`config.mk`:
```
export PLATFORM = sky130hd
export DESIGN_NAME = sicxe_instruction_validator_core
export DESIGN_NICKNAME = d
export VERILOG_FILES = /design/src/sv/sxiv_pkg.sv /design/src/sv/sxiv_decode.sv /design/src/sv/sicxe_instruction_validator_core.sv
export SDC_FILE = /design/constraint.sdc
export NUM_CORES = 1
export LEC_CHECK = 0
export ABC_AREA = 0
export BUFFER_PORTS_ARGS = -buffer_cell sky130_fd_sc_hd__buf_2
export CORE_MARGIN = 2
export CORE_UTILIZATION = 30
export CTS_BUF_LIST = sky130_fd_sc_hd__clkbuf_4 sky130_fd_sc_hd__clkbuf_8
export CTS_CLUSTER_SIZE = 12
export DETAILED_ROUTE_END_ITERATION = 6
export SYNTH_ARGS = -nofsm -noshare
export SYNTH_HDL_FRONTEND = slang
export SYNTH_HIERARCHICAL = 1
export SYNTH_SLANG_ARGS = --single-unit
export TNS_END_PERCENT = 10
```
`constraint.sdc`:
```
create_clock -name clk_i -period 6.6 [get_ports clk_i]
set_input_delay 1.32 -clock clk_i [delete_from_list [all_inputs] [get_ports clk_i]]
set_output_delay 1.32 -clock clk_i [all_outputs]
set_load 0.1 [all_outputs]
```
`src/sv/sxiv_pkg.sv`:
```
// ----------------------------------------------------------------------------
// sxiv_pkg
// Shared types, constants and opcode tables for the SIC/XE instruction
// validator.
// ----------------------------------------------------------------------------
`default_nettype none

package sxiv_pkg;

  // Field widths
  localparam int unsigned WordW   = 32;
  localparam int unsigned CountW  = 4;
  localparam int unsigned StatusW = 5;
  localparam int unsigned FmtW    = 2;
  localparam int unsigned InDataW  = 40;  // 36 payload bits padded to bytes
  localparam int unsigned OutDataW = 8;   // 7 payload bits padded to bytes

  // Opcodes with special handling (byte 0, ni bits included where relevant)
  localparam logic [7:0] OpRsub    = 8'h4C;
  localparam logic [7:0] OpRsubNi  = 8'h4F;
  localparam logic [7:0] OpShiftL  = 8'hA4;
  localparam logic [7:0] OpShiftR  = 8'hA8;
  localparam logic [7:0] OpSvc     = 8'hB0;
  localparam logic [7:0] OpClear   = 8'hB4;
  localparam logic [7:0] OpTixr    = 8'hB8;

  // Format class codes
  localparam logic [FmtW-1:0] FmtNone = 2'd0;
  localparam logic [FmtW-1:0] Fmt1    = 2'd1;
  localparam logic [FmtW-1:0] Fmt2    = 2'd2;
  localparam logic [FmtW-1:0] Fmt34   = 2'd3;

  // Result status codes
  typedef enum logic [StatusW-1:0] {
    ST_OK           = 5'd0,
    ST_BAD_LEN      = 5'd1,
    ST_NOT_SIC      = 5'd2,
    ST_RSUB_OPND    = 5'd3,
    ST_SIC_4BYTE    = 5'd4,
    ST_NOT_XE       = 5'd5,
    ST_RSUB_NI      = 5'd6,
    ST_F1_LEN       = 5'd7,
    ST_F2_LEN       = 5'd8,
    ST_F2_NI        = 5'd9,
    ST_BAD_REG      = 5'd10,
    ST_FLOAT_REG    = 5'd11,
    ST_R2_NONZERO   = 5'd12,
    ST_F34_LEN      = 5'd13,
    ST_X_NO_NI      = 5'd14,
    ST_E_CLR_4BYTE  = 5'd15,
    ST_E_SET_3BYTE  = 5'd16,
    ST_E_WITH_BP    = 5'd17,
    ST_B_AND_P      = 5'd18
  } status_e;

  // One decoded result
  typedef struct packed {
    status_e         status;
    logic [FmtW-1:0] fmt;
  } res_t;

  // Plain SIC opcode set, bit k set when opcode k*4 is a SIC opcode
  localparam logic [63:0] SicMask = 64'h05C0_0000_003F_FFFF;

  // Table format of an opcode (byte 0 >> 2)
  function automatic logic [FmtW-1:0] xe_format(input logic [5:0] idx);
    logic [FmtW-1:0] f;
    f = FmtNone;
    if (idx <= 6'd34)                      f = Fmt34;
    else if (idx >= 6'd36 && idx <= 6'd46) f = Fmt2;
    else if (idx >= 6'd48 && idx <= 6'd50) f = Fmt1;
    else if (idx >= 6'd52 && idx <= 6'd56) f = Fmt34;
    else if (idx == 6'd58 || idx == 6'd59) f = Fmt34;
    else if (idx >= 6'd60 && idx <= 6'd62) f = Fmt1;
    return f;
  endfunction

  // Register number 7 or above 9 is not a register
  function automatic logic bad_reg4(input logic [3:0] r);
    return (r > 4'd9) || (r == 4'd7);
  endfunction

  function automatic logic bad_reg8(input logic [7:0] r);
    return (r > 8'd9) || (r == 8'd7);
  endfunction

endpackage : sxiv_pkg

`default_nettype wire

```
`src/sv/sxiv_decode.sv`:
```
// ----------------------------------------------------------------------------
// sxiv_decode
// Combinational legality check of one registered instruction: length, opcode
// tables, format-2 register fields and format-3/4 flags.
// ----------------------------------------------------------------------------
`default_nettype none

module sxiv_decode (
  input  wire logic [sxiv_pkg::WordW-1:0]  word_i,
  input  wire logic [sxiv_pkg::CountW-1:0] count_i,
  output sxiv_pkg::res_t                   res_o
);
  import sxiv_pkg::*;

  logic [7:0]      op, b1, b2, base;
  logic [1:0]      ni;
  logic [2:0]      nbytes;
  logic            bad_len, rsub_zero, in_sic;
  logic [FmtW-1:0] fmt;
  logic [3:0]      r1, r2;
  logic            fx, fb, fp, fe;
  status_e         st;

  // Field split
  assign op     = word_i[31:24];
  assign b1     = word_i[23:16];
  assign b2     = word_i[15:8];
  assign base   = {op[7:2], 2'b00};
  assign ni     = op[1:0];
  assign nbytes = count_i[3:1];
  assign r1     = b1[7:4];
  assign r2     = b1[3:0];
  assign fx     = b1[7];
  assign fb     = b1[6];
  assign fp     = b1[5];
  assign fe     = b1[4];

  assign bad_len   = (count_i == '0) || count_i[0] || (count_i > 4'd8);
  assign rsub_zero = (nbytes >= 3'd3) && (b1 == 8'h00) && (b2 == 8'h00);
  assign in_sic    = SicMask[op[7:2]];
  assign fmt       = xe_format(op[7:2]);

  // Priority chain of checks
  always_comb begin
    st = ST_OK;
    if (bad_len) begin
      st = ST_BAD_LEN;
    end else if (ni == 2'b00 && nbytes == 3'd3) begin
      if (!in_sic)                          st = ST_NOT_SIC;
      else if (op == OpRsub && !rsub_zero)  st = ST_RSUB_OPND;
    end else if (ni == 2'b00 && nbytes == 3'd4) begin
      st = ST_SIC_4BYTE;
    end else if (fmt == FmtNone) begin
      st = ST_NOT_XE;
    end else if (op == OpRsubNi && !rsub_zero) begin
      st = ST_RSUB_OPND;
    end else if (base == OpRsub && op != OpRsubNi) begin
      st = ST_RSUB_NI;
    end else if (fmt == Fmt1) begin
      if (nbytes != 3'd1) st = ST_F1_LEN;
    end else if (fmt == Fmt2) begin
      if (nbytes != 3'd2)                               st = ST_F2_LEN;
      else if (ni != 2'b00)                             st = ST_F2_NI;
      else if (base == OpSvc)                           st = ST_OK;
      else if (base == OpShiftL || base == OpShiftR) begin
        // shift byte checked whole
        if (bad_reg8(b1))       st = ST_BAD_REG;
        else if (b1 == 8'd6)    st = ST_FLOAT_REG;
      end
      else if ((base == OpClear || base == OpTixr) && r2 != 4'd0)
        st = ST_R2_NONZERO;
      else if (bad_reg4(r1) || bad_reg4(r2))            st = ST_BAD_REG;
      else if (r1 == 4'd6 || r2 == 4'd6)                st = ST_FLOAT_REG;
    end else begin
      // format 3/4 flag checks
      if (nbytes != 3'd3 && nbytes != 3'd4)  st = ST_F34_LEN;
      else if (fx && ni != 2'b11)            st = ST_X_NO_NI;
      else if (!fe && nbytes == 3'd4)        st = ST_E_CLR_4BYTE;
      else if (fe && nbytes == 3'd3)         st = ST_E_SET_3BYTE;
      else if (fe && (fb || fp))             st = ST_E_WITH_BP;
      else if (fb && fp)                     st = ST_B_AND_P;
    end
  end

  assign res_o.status = st;
  assign res_o.fmt    = bad_len ? FmtNone : fmt;

endmodule : sxiv_decode

`default_nettype wire

```
`src/sv/sicxe_instruction_validator_core.sv`:
```
// ----------------------------------------------------------------------------
// sicxe_instruction_validator_core
// Stream block that checks one SIC/XE instruction per item and returns its
// legality status and table format class.
// ----------------------------------------------------------------------------
// Usage:
//   Input channel s_axis: one item carries a left-aligned instruction word
//   (up to four bytes) and its length in hex digits. Output channel m_axis:
//   one item per input item, carrying the status code (0 = legal, 1..18 =
//   the failing check) and the opcode's format class (0, 1, 2 or 3 for 3/4).
//   An accepted item goes into an input register, which feeds the decode
//   logic, which feeds the result register.
//   Throughput is one item per cycle while m_axis_tready stays high; when a
//   result waits, the input register still takes a new item if it is empty.
//   When m_axis_tready is low the result register holds, the input register
//   fills, and s_axis_tready drops until the receiver takes the result.
//   Reset (rst_ni low, asynchronous) empties both stages; no item is
//   invented across it. There is no configuration.
// ----------------------------------------------------------------------------
`default_nettype none

module sicxe_instruction_validator_core (
  input  wire logic                           clk_i,
  input  wire logic                           rst_ni,
  input  wire logic                           s_axis_tvalid,
  output logic                                s_axis_tready,
  // [31:0] instruction_word, [35:32] digit_count, [39:36] zero
  input  wire logic [sxiv_pkg::InDataW-1:0]   s_axis_tdata,
  output logic                                m_axis_tvalid,
  input  wire logic                           m_axis_tready,
  // [4:0] status, [6:5] format_class, [7] zero
  output logic [sxiv_pkg::OutDataW-1:0]       m_axis_tdata
);
  import sxiv_pkg::*;

  logic              in_v_q;
  logic [WordW-1:0]  word_q;
  logic [CountW-1:0] count_q;
  logic              out_v_q;
  res_t              res_q, res_d;
  logic              out_load, in_load;

  // Handshake: each stage loads when the one ahead can take its contents
  assign out_load      = !out_v_q || m_axis_tready;
  assign s_axis_tready = !in_v_q || out_load;
  assign in_load       = s_axis_tvalid && s_axis_tready;

  // Input register
  always_ff @(posedge clk_i or negedge rst_ni) begin
    if (!rst_ni) begin
      in_v_q <= 1'b0;
    end else if (s_axis_tready) begin
      in_v_q <= s_axis_tvalid;
    end
  end

  always_ff @(posedge clk_i) begin
    if (in_load) begin
      word_q  <= s_axis_tdata[WordW-1:0];
      count_q <= s_axis_tdata[WordW+CountW-1:WordW];
    end
  end

  // Decode logic
  sxiv_decode u_decode (
    .word_i  (word_q),
    .count_i (count_q),
    .res_o   (res_d)
  );

  // Result register
  always_ff @(posedge clk_i or negedge rst_ni) begin
    if (!rst_ni) begin
      out_v_q <= 1'b0;
    end else if (out_load) begin
      out_v_q <= in_v_q;
    end
  end

  always_ff @(posedge clk_i) begin
    if (out_load && in_v_q) begin
      res_q <= res_d;
    end
  end

  assign m_axis_tvalid = out_v_q;
  assign m_axis_tdata  = {1'b0, res_q.fmt, res_q.status};

endmodule : sicxe_instruction_validator_core

`default_nettype wire
```
==> metrics.md <==
| Metric | Value |
|---|---|
| Status | `completed` |
| Max frequency | `~310 MHz` |
| Synth Warn # | `6` |
| Tmin final | `approximately 3.3 ns` |
| GP Congestion | `approximately 0.85` |
| Post-DP HPWL | `between 2000 and 3000 um` |
| Die W | `86.15 um` |
| Routed vias/inst | `5.216` |
| Share of cells above drive strength 1 | `slightly below 30%` |
| Cells after synthesis | `~180` |
| Clk root buf | `clkbuf_8` |
| Hold_buf cts | `0` |
| Slew margin rel. | `a little over half` |
| Post-placement cell count | `between 200 and 300` |
| Syn nets | `220` |
| Initial DRC count | `roughly 170` |
| Post-cts gate resize count | `0` |
| Worst Tran Pin Value | `0.7017 ns` |
| Initial Util | `between 30% and 40%` |
| I/O Buffers | `40` |
| Die height | `between 80 and 90 um` |
| Largest net degree at the start of global routing | `29` |
| Post-Syn Area | `2024 um2` |
| Vias in the first global route | `between 1,000 and 1,500` |
| CTS Buffer Depth | `2` |
| Worst vdd ir | `137.0 uV` |
| Nets | `258` |
| Final TNS setup | `0 ns` |
| Fin cells | `between 200 and 300` |
| TritonCTS clock tree | `yes` |
| Crit end category | `primary output` |
| Clk_skew | `between 0.005 and 0.006 ns` |
| Final setup vio count | `0` |
| Core Region | `~6400 um2` |
| Worst Hold Launch | `in_v_q` |
| Max FO, Critical Path | `3` |
| Vias after detailed routing | `about 1,500` |
| Slew Viols, Final | `0` |
| Max H-tree Level | `2` |
| CTS buffer count | `5` |
| Pwr dens | `between 200 and 300 nW/um2` |
| Drt wl/cell | `13.77 um` |
| Initial antenna violation count | `0` |
| Overall routing resource usage | `between 10% and 20%` |
| Post-route ant nets | `0` |
| WP data required | `5.28 ns` |
| Register area | `1101 um2` |
| CTS clock-pin slew for the worst setup and hold paths | `roughly 0.080 ns` |
| Data arrival, critical path | `~2.0 ns` |
| Mean Syn Cell Area | `11.50 um2` |
| Clock Sink Count | `37` |
| Number of remaining DRC errors | `0` |
| Setup bufs post-CTS | `0` |
| Worst-skew pair later-pin latency | `around 0.29 ns` |
| Pre-Repair DR Iteration Count | `4` |
| Fin. Hold Viols | `0` |
| R2R Path Start | `word_q[22]` |
| Crit Path Category | `input pin to primary output` |
| Ports | `54` |
| RSZ-0062 raised after global routing | `false` |
| Fill cell count | `635` |
| Area Growth Syn to Fin | `18.54%` |
| Startpoint Class | `input pin` |
| N_diodes | `0` |
| Lkg Pwr | `between 0.8 and 0.9 nW` |
| Worst Setup SP | `m_axis_tready` |
| GR Overflow Total | `0` |
| Final Cycle Share | `49.55%` |
| # rows | `29` |
| Die area | `7421 um2` |
| HP Class | `flop to flop` |
| Max-cap viol count | `0` |
| First-pass GRT wire length | `between 6000 and 7000 um` |
| Multi-input logic area | `approximately 850 um2` |
| DRT Wirelength | `a little over 4000 um` |
## worst paths after layout
| path | to | slack [ns] | cells past startpoint |
|---|---|---|---|
| worst min-delay path | m_axis_tvalid | 0.56 | 1 |
| worst max-delay path | s_axis_tready | 3.33 | 3 |
| worst max register to register | m_axis_tdata[0] | 4.18 | 6 |
| min in group asynchronous | m_axis_tvalid | 0.79 | 1 |
| max in group asynchronous | in_v_q | 5.71 | 1 |
| worst min register to register | m_axis_tvalid | 0.56 | 1 |
## flip-flops by register name, indices dropped and copies added (netlist names)
signal and cells:
m_axis_tdata 7, m_axis_tvalid 1, count_q 4, word_q 24, in_v_q 1
## final cells by class
class,count,area share (%)
clock inverters,3,2.868
inverters,4,0.6257
well taps,77,4.015
repair buffers,40,8.342
clock buffers,5,2.868
multi-input cells,126,35.40
flip-flops and latches,37,45.88
## report_power, final
part           internal [mW]  switching, mW
Clock                  0.152         0.0847
Combinational         0.0293         0.0638
Sequential             0.276         0.0178
## cells in the final DEF, fill, tap and decap left out, types with 5 or more instances in the layout
master    instances
buf_2            40
edfxtp_1         35
a21oi_1          16
nor2_1           12
nand2_1           9
nand2b_1          7
clkbuf_8          5
nor3_1            5
nand4_1           5
nand3_1           5
## critical path: stages
cell,delay (ns)
buf_2,0.08
nand3b_4,0.12
buf_2,0.42
## metal layers
layer  share of wire [%]  track usage (%)  wire length, um  vias up
li1                    -                -                -      765
met1                  46            15.97             1849      696
met2                  46            17.27             1832       56
met3                 7.2            3.850              290        6
met4                 1.2            3.463               49        0
met5                   0                0                0        -
## through the flow
step | area [um2] | total power, mW | hold WS (ns) | setup WS, ns | utilization (%)
after floorplan | 2024 | 0.3701 | 0.5113 | 3.608 | -
after global placement | 2262 | 0.3916 | 0.5370 | 3.329 | 35.22
after detailed placement | 2262 | 0.3922 | 0.5460 | 3.324 | 35.22
after CTS | 2400 | 0.6322 | 0.5669 | 3.324 | 37.37
after global routing | 2400 | 0.6525 | 0.6043 | 3.310 | 37.37
final | 2400 | 0.6238 | 0.5618 | 3.330 | 37.37
(Power assumes the default switching activity.)
